==> src/stereo_block_peak_rms_meter_macros.svh <==
// ----------------------------------------------------------------------------
// Assertion macros for the stereo block meter
// Shared helpers for concurrent checks on clock and async low reset.
// ----------------------------------------------------------------------------
`ifndef STEREO_BLOCK_PEAK_RMS_METER_MACROS_SVH
`define STEREO_BLOCK_PEAK_RMS_METER_MACROS_SVH

// same-cycle implication
`define SBM_ASSERT_IMP(lbl, clk, rstn, ante, cons) \
  lbl: assert property (@(posedge clk) disable iff (!rstn) (ante) |-> (cons)) \
    else $error("sbm check failed");

// next-cycle implication
`define SBM_ASSERT_NXT(lbl, clk, rstn, ante, cons) \
  lbl: assert property (@(posedge clk) disable iff (!rstn) (ante) |=> (cons)) \
    else $error("sbm check failed");

`endif

==> src/sbm_pkg.sv <==
// ----------------------------------------------------------------------------
// sbm_pkg
// Shared types and constants of the stereo block peak/RMS meter.
// ----------------------------------------------------------------------------
package sbm_pkg;

  localparam int unsigned FIELD_W = 24;
  localparam int unsigned LEVEL_W = 16;

  // 20*log10(2)*256 in Q16
  localparam logic [26:0] DB_SCALE_Q16 = 27'd101008905;
  localparam logic signed [LEVEL_W-1:0] LEVEL_FLOOR = -16'sd25600;
  localparam logic [16:0] LEVEL_FLOOR_MAG = 17'd25600;
  localparam logic [FIELD_W-1:0] CLIP_THR_RST = 24'd8380219;

  // register indexes
  localparam logic REG_MONO = 1'b0;
  localparam logic REG_THR  = 1'b1;

  // per-lane control from the sequencer
  typedef struct packed {
    logic smp_en;
    logic clr;
    logic div_ld;
    logic div_step;
    logic sqrt_ld;
    logic sqrt_step;
  } lane_ctrl_t;

  // control of the merge stage
  typedef struct packed {
    logic start;
    logic step;
    logic mul;
  } merge_ctrl_t;

endpackage

==> src/sbm_merge.sv <==
// ----------------------------------------------------------------------------
// sbm_merge
// Combines both RMS values into a level in 1/256 dB via a log2 unit.
// ----------------------------------------------------------------------------
module sbm_merge import sbm_pkg::*; #(
  parameter int unsigned SB = 24
) (
  input  logic                      clk_i,
  input  merge_ctrl_t               ctrl_i,
  input  logic [SB-1:0]             rms_l_i,
  input  logic [SB-1:0]             rms_r_i,
  output logic signed [LEVEL_W-1:0] level_o
);

  localparam int unsigned EXP_W = $clog2(SB + 1);
  localparam int unsigned LG_W  = EXP_W + 16;
  localparam int unsigned PW    = LG_W + 27;
  localparam logic [LG_W-1:0] REF_LG = LG_W'(SB) << 16;

  logic [SB:0]       s;
  logic [EXP_W-1:0]  e;
  logic [30:0]       x_q;
  logic [61:0]       sqr;
  logic [31:0]       t;
  logic [EXP_W-1:0]  e_q;
  logic [15:0]       frac_q;
  logic              zero_q, over_q;
  logic [LG_W-1:0]   lg;
  logic [PW-1:0]     prod_q;
  logic [PW:0]       rnd;
  logic [16:0]       q;

  assign s = {1'b0, rms_l_i} + {1'b0, rms_r_i};

  // top set bit of the RMS sum
  always_comb begin
    e = '0;
    for (int i = 0; i <= SB; i++) begin
      if (s[i]) e = EXP_W'(i);
    end
  end

  // log2 by repeated squaring of the Q30 mantissa
  assign sqr = x_q * x_q;
  assign t   = sqr[61:30];
  assign lg  = {e_q, frac_q};

  always_ff @(posedge clk_i) begin
    if (ctrl_i.start) begin
      x_q    <= 31'(s) << (5'd30 - 5'(e));
      e_q    <= e;
      frac_q <= '0;
      zero_q <= (s == '0);
    end else if (ctrl_i.step) begin
      x_q    <= t[31] ? t[31:1] : t[30:0];
      frac_q <= {frac_q[14:0], t[31]};
    end
    if (ctrl_i.mul) begin
      prod_q <= PW'(REF_LG - lg) * PW'(DB_SCALE_Q16);
      over_q <= (lg >= REF_LG);
    end
  end

  // round half up, then clamp to the floor
  assign rnd = {1'b0, prod_q} + (PW+1)'(64'h8000_0000);
  assign q   = 17'(rnd >> 32);

  always_comb begin
    priority if (zero_q) begin
      level_o = LEVEL_FLOOR;
    end else if (over_q) begin
      level_o = '0;
    end else if (q >= LEVEL_FLOOR_MAG) begin
      level_o = LEVEL_FLOOR;
    end else begin
      level_o = -$signed(LEVEL_W'(q));
    end
  end

endmodule

==> config.mk <==
export PLATFORM = sky130hd
export DESIGN_NAME = sbm_merge
export DESIGN_NICKNAME = d
export VERILOG_FILES = /design/src/stereo_block_peak_rms_meter_macros.svh /design/src/sbm_pkg.sv /design/src/sbm_merge.sv
export SDC_FILE = /design/constraint.sdc
export NUM_CORES = 2
export LEC_CHECK = 0
export ABC_AREA = 1
export BUFFER_PORTS_ARGS = -buffer_cell sky130_fd_sc_hd__buf_4
export CORE_MARGIN = 1
export CORE_UTILIZATION = 65
export DETAILED_ROUTE_END_ITERATION = 8
export PLACE_DENSITY = 0.83
export RECOVER_POWER = 50
export SYNTH_ARGS = -nofsm -noshare
export SYNTH_HDL_FRONTEND = slang
export SYNTH_SLANG_ARGS = --single-unit
export TNS_END_PERCENT = 100
==> constraint.sdc <==
create_clock -name clk_i -period 26 [get_ports clk_i]
set_input_delay 3.9 -clock clk_i [delete_from_list [all_inputs] [get_ports clk_i]]
set_output_delay 3.9 -clock clk_i [all_outputs]
set_load 0.01 [all_outputs]
After elaboration in Yosys (flattened, before gate mapping)
Index checks and enable logic that the tools add are counted.

Add/sub/neg operators: 5. Multipliers: 2. Order comparisons: 2. Shift-type cells: 1. Mux-type cells: 30. Reduce and logical (&&, ||, !) cells: 2.

Operators by type and width (number): 2-to-1 mux 5 bit (22); 2-to-1 mux 31 bit (3); multiplier 31 x 31 -> 62 bit (1); adder 48 x 32 -> 49 bit (second input constant) (1); multiplier 22 x 28 -> 48 bit (second input constant) (1); 2-to-1 mux 16 bit (3); << shifter 25 x 5 -> 31 bit (1); adder 24 x 24 -> 25 bit (1); zero test 25 bit (1); subtractor 21 x 21 -> 22 bit (first input constant) (1); >= comparator 21 bit (second input constant) (1); >= comparator 17 x 15 -> 1 bit (second input constant) (1); negation 16 bit (1); subtractor 5 bit (first input constant) (1); 2-to-1 mux 2 bit (1); nonzero test 2 bit (1); 2-to-1 mux 1 bit (1).

Bits in registers: 102. Bits of input ports: 52. Output and inout port bits: 16.

Depth between registers and ports, before layout
Depth in word-level cells: 28. Gate-level depth with buffers: 42.

Worst setup path before layout
OpenSTA, ideal clock, no wires.

Kind: reg-to-reg. Start: reg frac_q[0]. End: reg prod_q[47] (data pin). Setup time: 0.260 ns. Arrival time: 7.950 ns. Required time: 25.740 ns. Slack: 17.790 ns. Cell stages (with the launch flop): 38. Buffers on the path: 0. Clock period less this slack: 8.210 ns. Cell sequence: dfxtp_1 inv_1 ha_1 nand2_1 nor4_1 nand2_1 nor4_1 nand2_1 nor3_1 nand3_1 o21ai_0 xnor2_1 inv_1 fa_1 inv_1 fa_1 fa_1 fa_1 [... 2 more ...] inv_1 fa_1 ha_1 a21oi_1 o21ai_0 a21oi_1 o21ai_0 a21oi_1 nor2_1 nor2b_1 o21ai_0 a21boi_1 o21ai_0 nand2_1 nand2_1 nand2_1 nand3_1 xor2_1.

Cells in the longest elaborated chain, start to end: 2.

Ends and longest elaborated chain: start: declaration (RTL line sbm_merge.sv:26) `logic [15:0] frac_q;`; start signal: assignment (RTL line sbm_merge.sv:56) `frac_q <= {frac_q[14:0], t[31]};`; subtractor 21 x 21 -> 22 bit (RTL line sbm_merge.sv:59) `prod_q <= PW'(REF_LG - lg) * PW'(DB_SCALE_Q16);`; multiplier 22 x 28 -> 48 bit (RTL line sbm_merge.sv:59); end signal: assignment (RTL line sbm_merge.sv:59); end: declaration (RTL line sbm_merge.sv:29) `logic [PW-1:0] prod_q;`.

No other way between the ends. A chain may end at the register's enable or synchronous reset.

Worst setup path after layout
Start: reg x_q[22]. End: reg x_q[0] (data pin).

Cells in the longest elaborated chain, start to end: 4.

Ends and longest elaborated chain: start: declaration (RTL line sbm_merge.sv:22) `logic [30:0] x_q;`; start signal: assignment (RTL line sbm_merge.sv:50) `x_q <= 31'(s) << (5'd30 - 5'(e));`; start signal: assignment (RTL line sbm_merge.sv:55) `x_q <= t[31] ? t[31:1] : t[30:0];`; multiplier 31 x 31 -> 62 bit (RTL line sbm_merge.sv:44) `assign sqr = x_q * x_q;`; 2-to-1 mux 31 bit (RTL line sbm_merge.sv:55); 2-to-1 mux 31 bit (RTL line sbm_merge.sv:54) `end else if (ctrl_i.step) begin`; 2-to-1 mux 31 bit (RTL line sbm_merge.sv:49) `if (ctrl_i.start) begin`.

No other way between the ends. The select of a mux whose other input is x is not followed.

==> results.cfg <==
[drt]
wl_per_cell_um = 17.7
drc = 0
drt_iter0_drc = 2472
drtPass1Iterations = 8
vias_per_cell = 5.50
drtAntennaViolNets = 0
vias = 31700
drt-total-wl_um = 102000

[global_routing]
grtUsageTotal_pct = 34.1
grt.overflow.total = 0
grt_pass1_wl_um = 171000
grt_antenna_before_repair = 2
grt_max_degree = 48
grt_pass1_vias = 34600

[worst_setup_path]
r2r_end = x_q[0]
reg2reg_depth = 25
required_ps = 26120
r2r_start = x_q[22]
crit_type = reg -> reg
critical_path_arrival_ps = 9980
max_stage_delay_ps = 1000
reg2reg_slack_ps = 16140
cp_common_cell = fa_1
cp-end-kind = register
crit_fanout = 32
slowest_stage = inv_1
critPathLaunchType = register

[floorplan]
num_io_pins = 68
dieArea_um2 = 64100
die_h_um = 253
num_rows = 91
coreArea_um2 = 62100
start_util_pct = 66.1
dieWidth_um = 253

[layout]
fillers = 4877
regArea_um2 = 1970
nets = 6377
final_cell_mix = inv_1, nand2_1, fa_1
mostFrequentLayoutCell = inv_1
multiInputGateArea_um2 = 33000
num_antenna_cells = 0
syn_to_final_growth_pct = 3.86
drive_gt1_share_pct = 3.47

[logic_synthesis]
synth_cells = 4939
ys_warn_count = 0
synth_nets = 6400
synth_cell_types = 66
ys_seq_elements = 71
synth_flop_cell = edfxtp_1
synth_area_um2 = 41000
synth-seq-area-share_pct = 4.81
synthArstFlopShare_pct = 0
synth_edf_count = 55
postSynthAreaPerCell_um2 = 8.31

[clocking]
cts.repair.resized = 0
cts_setup_buffers = 0
clkSlewWorstSetupHoldPaths_ps = 70
htree_levels = 3
clk_path_buf_depth = 2
root_buffer = clkbuf_16
cts.sinks = 71
insertion_delay_ps = 360
cts_buffers = 9
cts_tree = yes
hold_buffers = 0

[sta]
skew_ps = 16.0
grt_setup_unrepaired = no
worst_pin_slew_ps = 3290
timing.setup.tns_ps = 0
maxSlewViolCount = 76
period_share_pct = 37.9
hold_viol = 0
maxSlewHeadroom_pct = -119
setup_viol = 0
fin_crit_ps = 9860
fmax_ghz = 0.101

[place]
dp_hpwl_um = 83400
finalWeightedCongestion = 0.999
io_buffers = 67

[outcome]
status = finished, violations left
violations = max-capacitance violations, max-slew violations

[min_path]
whs_path_depth = 2
holdPathEnd = frac_q[15]
hp-start = frac_q[15]
hold_path_class = reg -> reg

[run]
cap_viol_max_count = 2
==> stage by stage <==
| stage | instances | worst slack (ps) | utilization [%] | area (um^2) | hold WS [ps] |
|---|---|---|---|---|---|
| floorplan | 4939 | 17790 | - | 41000 | 489 |
| global placement | 5742 | 16610 | 68.1 | 42300 | 505 |
| global route | 5758 | 15640 | 68.7 | 42600 | 586 |
| detailed placement | 5742 | 16360 | 68.1 | 42300 | 534 |
| finish | 5758 | 16140 | 68.7 | 42600 | 547 |
| CTS | 5758 | 16350 | 68.7 | 42600 | 543 |
==> cells by family (layout without fill, tap and decap cells) <==
group | Yosys count | in the layout | synth area share (%)
simple gates | 1402 | 1402 | 14.1
compound gates | 334 | 334 | 4.70
buf+inv | 1596 | 1578 | 14.8
flops | 71 | 71 | 4.81
fa+ha+maj | 1409 | 1409 | 58.8
xor+xnor | 127 | 127 | 2.79
==> sequential cells by signal (all words and copies together) (netlist names) <==
register and cells:
e_q 5, frac_q 16, over_q 1, prod_q 17
x_q 31, zero_q 1
==> cell type report <==
type	instances	share of cell area, %
repair buffers	101	1.76
flip-flops and latches	71	4.63
inverters	1461	12.9
well taps	837	2.46
clock inverters	3	0.161
clock buffers	13	0.687
multi-input cells	3272	77.4
==> metal layers <==
metal  up-vias  part of all wire (%)  GRT usage (%)
met2      1332                    49           58.5
met3       337                   8.1           5.28
li1      14600                     -              -
met1     15400                    39           43.4
met5         -                     0              0
met4         0                   4.5           13.4
==> synth_stat cells, drive strengths merged (2+ instances only) <==
library cell,count,area [um^2]
ha,543,6790
a21oi,164,840
a211oi,4,35.0
edfxtp,55,1650
nor3b,3,22.5
o41ai,2,17.5
a221oi,2,17.5
nand3b,6,45.0
nor4,6,43.8
a21boi,4,30.0
a2111oi,2,17.5
nor3,27,135
o221ai,3,26.3
buf,35,200
o31a,3,26.3
a31oi,17,106
o31ai,2,15.0
nand4,19,119
o2111ai,2,17.5
o211ai,12,90.1
nor2,152,591
fa,866,17300
o21bai,9,67.6
inv,1461,5490
a31o,4,35.0
nand3,221,1140
o22ai,16,100
xnor2,45,413
a21o,10,75.1
dfxtp,16,320
clkbuf,100,377
or2,8,50.1
nand2,956,3620
xor2,82,733
o21ai,73,369
==> critical path: cells and delay by family, from the launching register on <==
family	cells	cell delay [ps]
AOI/OAI and AO/OA	3	1110
adders and majority gates	9	4310
buffers and inverters	5	1690
DFF	1	970
and+or+nand+nor	8	1510
==> worst max-delay path by stage <==
stage / start / to / slack [ps]
3_3_place_gp: frac_q[0] / prod_q[47] / 16610
5_1_grt: frac_q[0] / prod_q[47] / 15640
2_1_floorplan: frac_q[0] / prod_q[47] / 17790
6_report: x_q[22] / x_q[0] / 16140
3_5_place_dp: x_q[22] / x_q[0] / 16360
4_1_cts: x_q[22] / x_q[0] / 16350
Power is not shown: default switching activity piles up to over one toggle a cycle in this logic, so the estimate is an artifact.
