===== config.mk =====
export PLATFORM = sky130hd
export DESIGN_NAME = sbm_lane
export DESIGN_NICKNAME = d
export VERILOG_FILES = /design/src/stereo_block_peak_rms_meter_macros.svh /design/src/sbm_pkg.sv /design/src/sbm_lane.sv
export SDC_FILE = /design/constraint.sdc
export NUM_CORES = 2
export LEC_CHECK = 0
export ABC_AREA = 1
export BUFFER_PORTS_ARGS = -buffer_cell sky130_fd_sc_hd__buf_2
export CAP_MARGIN = 30
export CELL_PAD_IN_SITES_DETAIL_PLACEMENT = 0
export CELL_PAD_IN_SITES_GLOBAL_PLACEMENT = 1
export CORE_ASPECT_RATIO = 1.75
export CORE_MARGIN = 2
export CORE_UTILIZATION = 45
export CTS_CLUSTER_DIAMETER = 40
export DETAILED_ROUTE_END_ITERATION = 8
export PLACE_DENSITY = 0.88
export SLEW_MARGIN = 0
export SYNTH_ARGS = -nofsm -noshare
export SYNTH_HDL_FRONTEND = slang
export SYNTH_SLANG_ARGS = --single-unit

===== constraint.sdc =====
create_clock -name clk_i -period 2.5 [get_ports clk_i]
set_input_delay 0 -clock clk_i [delete_from_list [all_inputs] [get_ports clk_i]]
set_output_delay 0 -clock clk_i [all_outputs]
set_load 0.005 [all_outputs]

===== src/stereo_block_peak_rms_meter_macros.svh =====
// ----------------------------------------------------------------------------
// Assertion macros for the stereo block meter
// Shared helpers for concurrent checks on clock and async low reset.
// ----------------------------------------------------------------------------
`ifndef STEREO_BLOCK_PEAK_RMS_METER_MACROS_SVH
`define STEREO_BLOCK_PEAK_RMS_METER_MACROS_SVH

// same-cycle implication
`define SBM_ASSERT_IMP(lbl, clk, rstn, ante, cons) \
  lbl: assert property (@(posedge clk) disable iff (!rstn) (ante) |-> (cons)) \
    else $error("sbm check failed");

// next-cycle implication
`define SBM_ASSERT_NXT(lbl, clk, rstn, ante, cons) \
  lbl: assert property (@(posedge clk) disable iff (!rstn) (ante) |=> (cons)) \
    else $error("sbm check failed");

`endif


===== src/sbm_pkg.sv =====
// ----------------------------------------------------------------------------
// sbm_pkg
// Shared types and constants of the stereo block peak/RMS meter.
// ----------------------------------------------------------------------------
package sbm_pkg;

  localparam int unsigned FIELD_W = 24;
  localparam int unsigned LEVEL_W = 16;

  // 20*log10(2)*256 in Q16
  localparam logic [26:0] DB_SCALE_Q16 = 27'd101008905;
  localparam logic signed [LEVEL_W-1:0] LEVEL_FLOOR = -16'sd25600;
  localparam logic [16:0] LEVEL_FLOOR_MAG = 17'd25600;
  localparam logic [FIELD_W-1:0] CLIP_THR_RST = 24'd8380219;

  // register indexes
  localparam logic REG_MONO = 1'b0;
  localparam logic REG_THR  = 1'b1;

  // per-lane control from the sequencer
  typedef struct packed {
    logic smp_en;
    logic clr;
    logic div_ld;
    logic div_step;
    logic sqrt_ld;
    logic sqrt_step;
  } lane_ctrl_t;

  // control of the merge stage
  typedef struct packed {
    logic start;
    logic step;
    logic mul;
  } merge_ctrl_t;

endpackage


===== src/sbm_lane.sv =====
// ----------------------------------------------------------------------------
// sbm_lane
// One channel: peak and energy accumulation, block divide and square root.
// ----------------------------------------------------------------------------
module sbm_lane import sbm_pkg::*; #(
  parameter int unsigned SB = 24,
  parameter int unsigned EW = 63,
  parameter int unsigned CW = 13
) (
  input  logic          clk_i,
  input  logic          rst_ni,
  input  lane_ctrl_t    ctrl_i,
  input  logic [SB-1:0] sample_i,
  input  logic [CW-1:0] count_i,
  output logic [SB-1:0] peak_o,
  output logic [SB-1:0] rms_o
);

  logic [SB-1:0]   mag;
  logic [2*SB-1:0] sq_q;
  logic            sq_v_q;
  logic [EW-1:0]   energy_q;
  logic [SB-1:0]   peak_q;
  logic [CW:0]     rem_q, rem_sh, divisor;
  logic [EW-1:0]   dv_q;
  logic            div_ge;
  logic [2*SB-1:0] rad_q;
  logic [SB+1:0]   srem_q;
  logic [SB-1:0]   root_q;
  logic [SB+3:0]   r4, trial;
  logic            sq_ge;

  // two's complement magnitude, most negative code maps to full scale
  assign mag = sample_i[SB-1] ? (~sample_i + 1'b1) : sample_i;

  // square is registered before the accumulate
  always_ff @(posedge clk_i or negedge rst_ni) begin
    if (!rst_ni) begin
      sq_v_q <= 1'b0;
    end else begin
      sq_v_q <= ctrl_i.smp_en;
    end
  end

  always_ff @(posedge clk_i) begin
    sq_q <= mag * mag;
  end

  // block accumulators
  always_ff @(posedge clk_i or negedge rst_ni) begin
    if (!rst_ni) begin
      energy_q <= '0;
      peak_q   <= '0;
    end else begin
      if (ctrl_i.clr) begin
        energy_q <= '0;
      end else if (sq_v_q) begin
        energy_q <= energy_q + EW'(sq_q);
      end
      if (ctrl_i.clr) begin
        peak_q <= '0;
      end else if (ctrl_i.smp_en && (mag > peak_q)) begin
        peak_q <= mag;
      end
    end
  end

  // restoring divide, one quotient bit per cycle
  assign divisor = (count_i == '0) ? (CW+1)'(1) : {1'b0, count_i};
  assign rem_sh  = {rem_q[CW-1:0], dv_q[EW-1]};
  assign div_ge  = (rem_sh >= divisor);

  always_ff @(posedge clk_i) begin
    if (ctrl_i.div_ld) begin
      rem_q <= '0;
      dv_q  <= energy_q;
    end else if (ctrl_i.div_step) begin
      rem_q <= div_ge ? (rem_sh - divisor) : rem_sh;
      dv_q  <= {dv_q[EW-2:0], div_ge};
    end
  end

  // digit-by-digit square root, one root bit per cycle
  assign r4    = {srem_q, rad_q[2*SB-1 -: 2]};
  assign trial = (SB+4)'({root_q, 2'b01});
  assign sq_ge = (r4 >= trial);

  always_ff @(posedge clk_i) begin
    if (ctrl_i.sqrt_ld) begin
      rad_q  <= dv_q[2*SB-1:0];
      srem_q <= '0;
      root_q <= '0;
    end else if (ctrl_i.sqrt_step) begin
      rad_q  <= {rad_q[2*SB-3:0], 2'b00};
      srem_q <= sq_ge ? (SB+2)'(r4 - trial) : (SB+2)'(r4);
      root_q <= {root_q[SB-2:0], sq_ge};
    end
  end

  assign peak_o = peak_q;
  assign rms_o  = root_q;

endmodule


After elaboration in Yosys (flattened, before gate mapping)

Index checks and enable logic that the tools add are counted.

Memory bits (writable): 0
Bits in read-only memories: 0
Output and inout bits: 48
Memories kept: 0
Flip-flop bits (word level): 310
Latch bits: 0
Bits of input ports: 45
Word-level logic and storage cells: 36

Multipliers: 1
Magnitude comparators: 3
Shifts and indexed selects: 0
Muxes and demuxes: 12
Divide/modulo/power cells: 0
Add/subtract/negate cells: 4
Bitwise operators: 1
Equality and inequality tests: 0
Reductions and logical operators: 6

Operators with widths:

| kind                    | count |
|---|---|
| $mux W63                | 4 |
| $mux W48                | 2 |
| $mux W24                | 3 |
| $add A63 B48 Y63        | 1 |
| $mul A24 B24 Y48        | 1 |
| $ge A28 B26 Y1          | 1 |
| $mux W13                | 2 |
| $mux W26                | 1 |
| $sub A26 B26 Y26        | 1 |
| $add A24 B1 Y24 const B | 1 |
| $gt A24 B24 Y1          | 1 |
| $not A24 Y24            | 1 |
| $ge A14 B13 Y1          | 1 |
| $logic_not A13 Y1       | 1 |
| $sub A13 B13 Y13        | 1 |
| $reduce_bool A2 Y1      | 4 |
| $logic_and A1 B1 Y1     | 1 |

Logic depth before layout (Yosys ltp)

Depth after elaboration: 7
Mapped depth: 37
Depth with buffers taken out: 36

Worst setup path before layout

OpenSTA, ideal clock, no wires.

Path type: input port to flip-flop
Start: input sample_i[0]
End: register sq_q[36]
Cell stages on the path: 35
Path slack: -4.390 ns
Buffers on the path: 2
Data arrival time: 6.777 ns
Setup time: 0.112 ns
Cell sequence: inv_2 > clkbuf_1 > ha_1 > nand3_2 > nor3_4 > nand2_1 > nor3_1 > nand2_1 > nand2_1 > nand2_1 > nand2_2 > buf_2 > nand2_1 > fa_1 > fa_1 > inv_1 > fa_1 > inv_1 > fa_1 > inv_1 > fa_1 > fa_1 > inv_1 > fa_1 > inv_1 > ha_1 > nand2_1 > nor2_1 > inv_1 > nor2_1 > nand3_1 > o21ai_0 > nand2_1 > nand3_1 > nand2_1

Longest elaborated chain between the ends: 4

Ends and longest elaborated chain:

| element              | line           | source |
|---|---|---|
| start, declared      | sbm_lane.sv:13 | `input logic [SB-1:0] sample_i,` |
| $not A24 Y24         | sbm_lane.sv:34 | `assign mag = sample_i[SB-1] ? (~sample_i + 1'b1) : sample_i;` |
| $add A24 B1 Y24      | sbm_lane.sv:34 |  |
| $mux W24 (*)         | sbm_lane.sv:34 |  |
| $mul A24 B24 Y48 (*) | sbm_lane.sv:46 | `sq_q <= mag * mag;` |
| end signal, assigned | sbm_lane.sv:46 |  |
| end, declared        | sbm_lane.sv:20 | `logic [2*SB-1:0] sq_q;` |

Mark *: on every way between the ends. The rest lies on a longest branch, timed or not.
A chain may end at the register's enable or synchronous reset.

Final worst setup path

Start: input sample_i[0]
End: register sq_q[41]

The elaborated chain is that of the path after synthesis.

==> metrics.md <==
| Metric | Value |
|---|---|
| CTS root buffer | `clkbuf_16` |
| # DRC | `0` |
| Die Area | `about 83000 sq um` |
| Detail Placement HPWL | `around 97000 microns` |
| IO Count | `93` |
| Wire length of the first global-routing pass | `approximately 190000 microns` |
| Slew margin rel. | `roughly 38%` |
| Share of layout cells above drive strength 1 | `between 20% and 30%` |
| Fill cells | `slightly below 7000` |
| Number of synthesized flops with an enable pin | `111` |
| Initial drt markers | `around 1700` |
| Number of global-route vias before repair | `36100` |
| Violated checks | `negative setup slack` |
| Drt first pass iters | `5` |
| Max Fclk | `~160 MHz` |
| Critical Path End Type | `register` |
| Clock skew | `25.3 ps` |
| Cell Area, Synth | `approximately 36000 sq um` |
| Post-synth cell types | `59` |
| Total track usage | `between 20% and 30%` |
| Commonest non-fill, non-tap cell in the layout | `nand2_1` |
| R2R cell count | `14` |
| RD Place Congestion | `slightly above 1` |
| R2R Path Start | `rms_o[11]$_SDFFE_PP0P_` |
| Hold_ws | `30.5 ps` |
| Critical Path Slowest Stage Cell | `fa_2` |
| Worst EP required | `~3000 ps` |
| H-tree depth | `2` |
| FF-to-FF End | `srem_q[8]$_SDFFE_PP0P_` |
| Fin crit share | `250%` |
| WP data arrival | `between 6000 and 7000 ps` |
| Setup TNS | `-139350 ps` |
| Startpoint types | `primary input` |
| Avg Inst Size Synth | `7.55 sq um` |
| Hold WC Path Type | `primary input to async pin` |
| Drt via density | `between 5 and 6` |
| Clock Pin Slew Worst Setup and Hold Paths | `about 60 ps` |
| Worst-Margin Slew | `between 900 and 1000 ps` |
| Antenna viol nets, final | `0` |
| Minimum clock period | `6240 ps` |
| Initial antenna violation count | `0` |
| Core area | `79500 sq um` |
| Global route total overflow | `0` |
| Chip Width | `218 microns` |
| Slew Limit Fails | `0` |
| Yosys warns | `0` |
| Final Routed Wirelength | `roughly 120000 microns` |
| Post-place setup slack | `-4800 ps` |
| Die height | `around 380 microns` |
| RSZ-0062 raised after global routing | `yes` |
| Critical Path Max Stage Delay | `between 500 and 600 ps` |
| Ys async rst share | `28.5%` |
| Register area share after synthesis | `roughly 21%` |
| Num CTS Buffers | `48` |
| WL/cell | `about 19 microns` |
| #FFs+latches synth | `between 300 and 400` |
| Largest net degree at the start of global routing | `~100` |
| Setup ws final | `-3740 ps` |
| Buffers on Ports | `92` |
| Area Overhead vs Synth | `32.8%` |
| TritonCTS clock tree | `done` |
| Initial cell density of the core | `between 40% and 50%` |
| CTS Buffer Depth | `3` |
| Fin. Hold Viols | `0` |
| Critical path fanouts, max | `3` |
| Antenna cells | `0` |
| Post-Synthesis Cells | `~4800` |
| Max Cap Viol | `0` |
| Main synth FF type | `edfxtp_1` |
| Via count | `between 30000 and 40000` |
| Final setup viols | `66` |
| Outcome | `complete, but fails checks` |
| Clock latency reported for the late side of the worst-skew pair | `between 600 and 700 ps` |
| Net count, final | `6226` |
| Commonest cells after routing, fill and taps aside | `1097 x nand2_1, 1015 x inv_1, 491 x buf_4` |
| Crit-path most repeated cell | `fa_1` |
| Kind of critical path | `primary input to register` |
| R2R Setup Slk | `approximately 70 ps` |
| Sink Count | `about 310` |
| Row count | `between 100 and 150` |
## cells by family (layout without fill, tap and decap cells)
logic type,after synthesis,in the layout,synth area share (%)
other cells,2,18,0.0208
fa+ha+maj,709,709,33.5
xor+xnor,87,87,2.18
simple gates,1927,1931,21.8
flops,309,309,21.4
buf+inv,1224,1933,13.0
compound gates,525,525,8.08
## state kept, by name, indices dropped and copies added (netlist names)
name,flops
dv_q,63
energy_q,63
peak_o,24
rad_q,48
rem_q,13
rms_o,24
sq_q,47
sq_v_q,1
srem_q,26
## how the worst max path moves through the flow
stage | slack [ps] | startpoint | end
global route | -3980 | sample_i[0] | sq_q[41]$_DFF_P_
floorplan | -3860 | sample_i[0] | sq_q[35]$_DFF_P_
global placement | -4770 | sample_i[1] | sq_q[38]$_DFF_P_
detailed placement | -4800 | sample_i[1] | sq_q[38]$_DFF_P_
CTS | -3660 | sample_i[0] | sq_q[39]$_DFF_P_
finish | -3740 | sample_i[0] | sq_q[41]$_DFF_P_
## per-layer routing
metal | GRT usage, % | vias to the layer above | wire, microns
met3 | 3.87 | 591 | 4790
met1 | 26.2 | 15800 | 39100
li1 | - | 16000 | -
met4 | 25.0 | 0 | 12700
met2 | 57.1 | 1019 | 65300
met5 | 0 | - | 0
## stage by stage
step           util [%]  cells  cell area (sq um)
2_1_floorplan         -   4799              37100
3_5_place_dp       53.4   6346              42500
3_3_place_gp       53.4   6345              42500
6_report           60.3   6554              47900
4_1_cts            57.8   6497              46000
5_1_grt            60.3   6554              47900
## area by class of cell
cell class / count / area (sq um) / share of cell area (%)
Clock buffer: 60 / 1280 / 2.66
Clock inverter: 30 / 360 / 0.752
Inverter: 1125 / 4320 / 9.02
Multi-Input combinational cell: 3270 / 26800 / 56.0
Sequential cell: 309 / 7740 / 16.1
Tap cell: 1042 / 1300 / 2.72
Timing Repair Buffer: 718 / 6110 / 12.7
## synth_stat cells, drive strengths merged (10+ instances only)
master  number  area, sq um
buf         45          262
ha         280         3500
inv       1118         4200
o22ai       26          163
dfrtp       88         2200
or2         15         93.8
dfxtp      110         2200
fa         429         8590
nand4       23          144
nor2       406         1590
nand2     1231         4670
xor2        46          429
edfxtp     111         3330
o21bai      21          158
o211ai      29          223
xnor2       41          359
nand3      177          921
nor3        42          221
a21oi      168          848
nand3b      13         97.6
clkbuf      54          203
o21ai      240         1220
a21boi      10         75.1
## critical path, delay by kind of cell
family / cells / cell delay [ps]
and+or+nand+nor: 10 / 1080
adders and majority gates: 9 / 3810
buffers and inverters: 11 / 990
xor gates and xnor gates: 2 / 360
AOI/OAI and AO/OA: 2 / 510
## repair_timing
action,4_1_cts,5_1_grt
endpoints found under the hold margin,98,0
endpoints found under the setup margin,68,112
pin swaps,170,181
hold buffers,12,0
resized for setup,336,393
gates cloned,6,2
buffers inserted,45,62
Power is left out: the tool's default activity adds up to more than one toggle a clock period on the data nets, which glitch-free logic cannot reach.
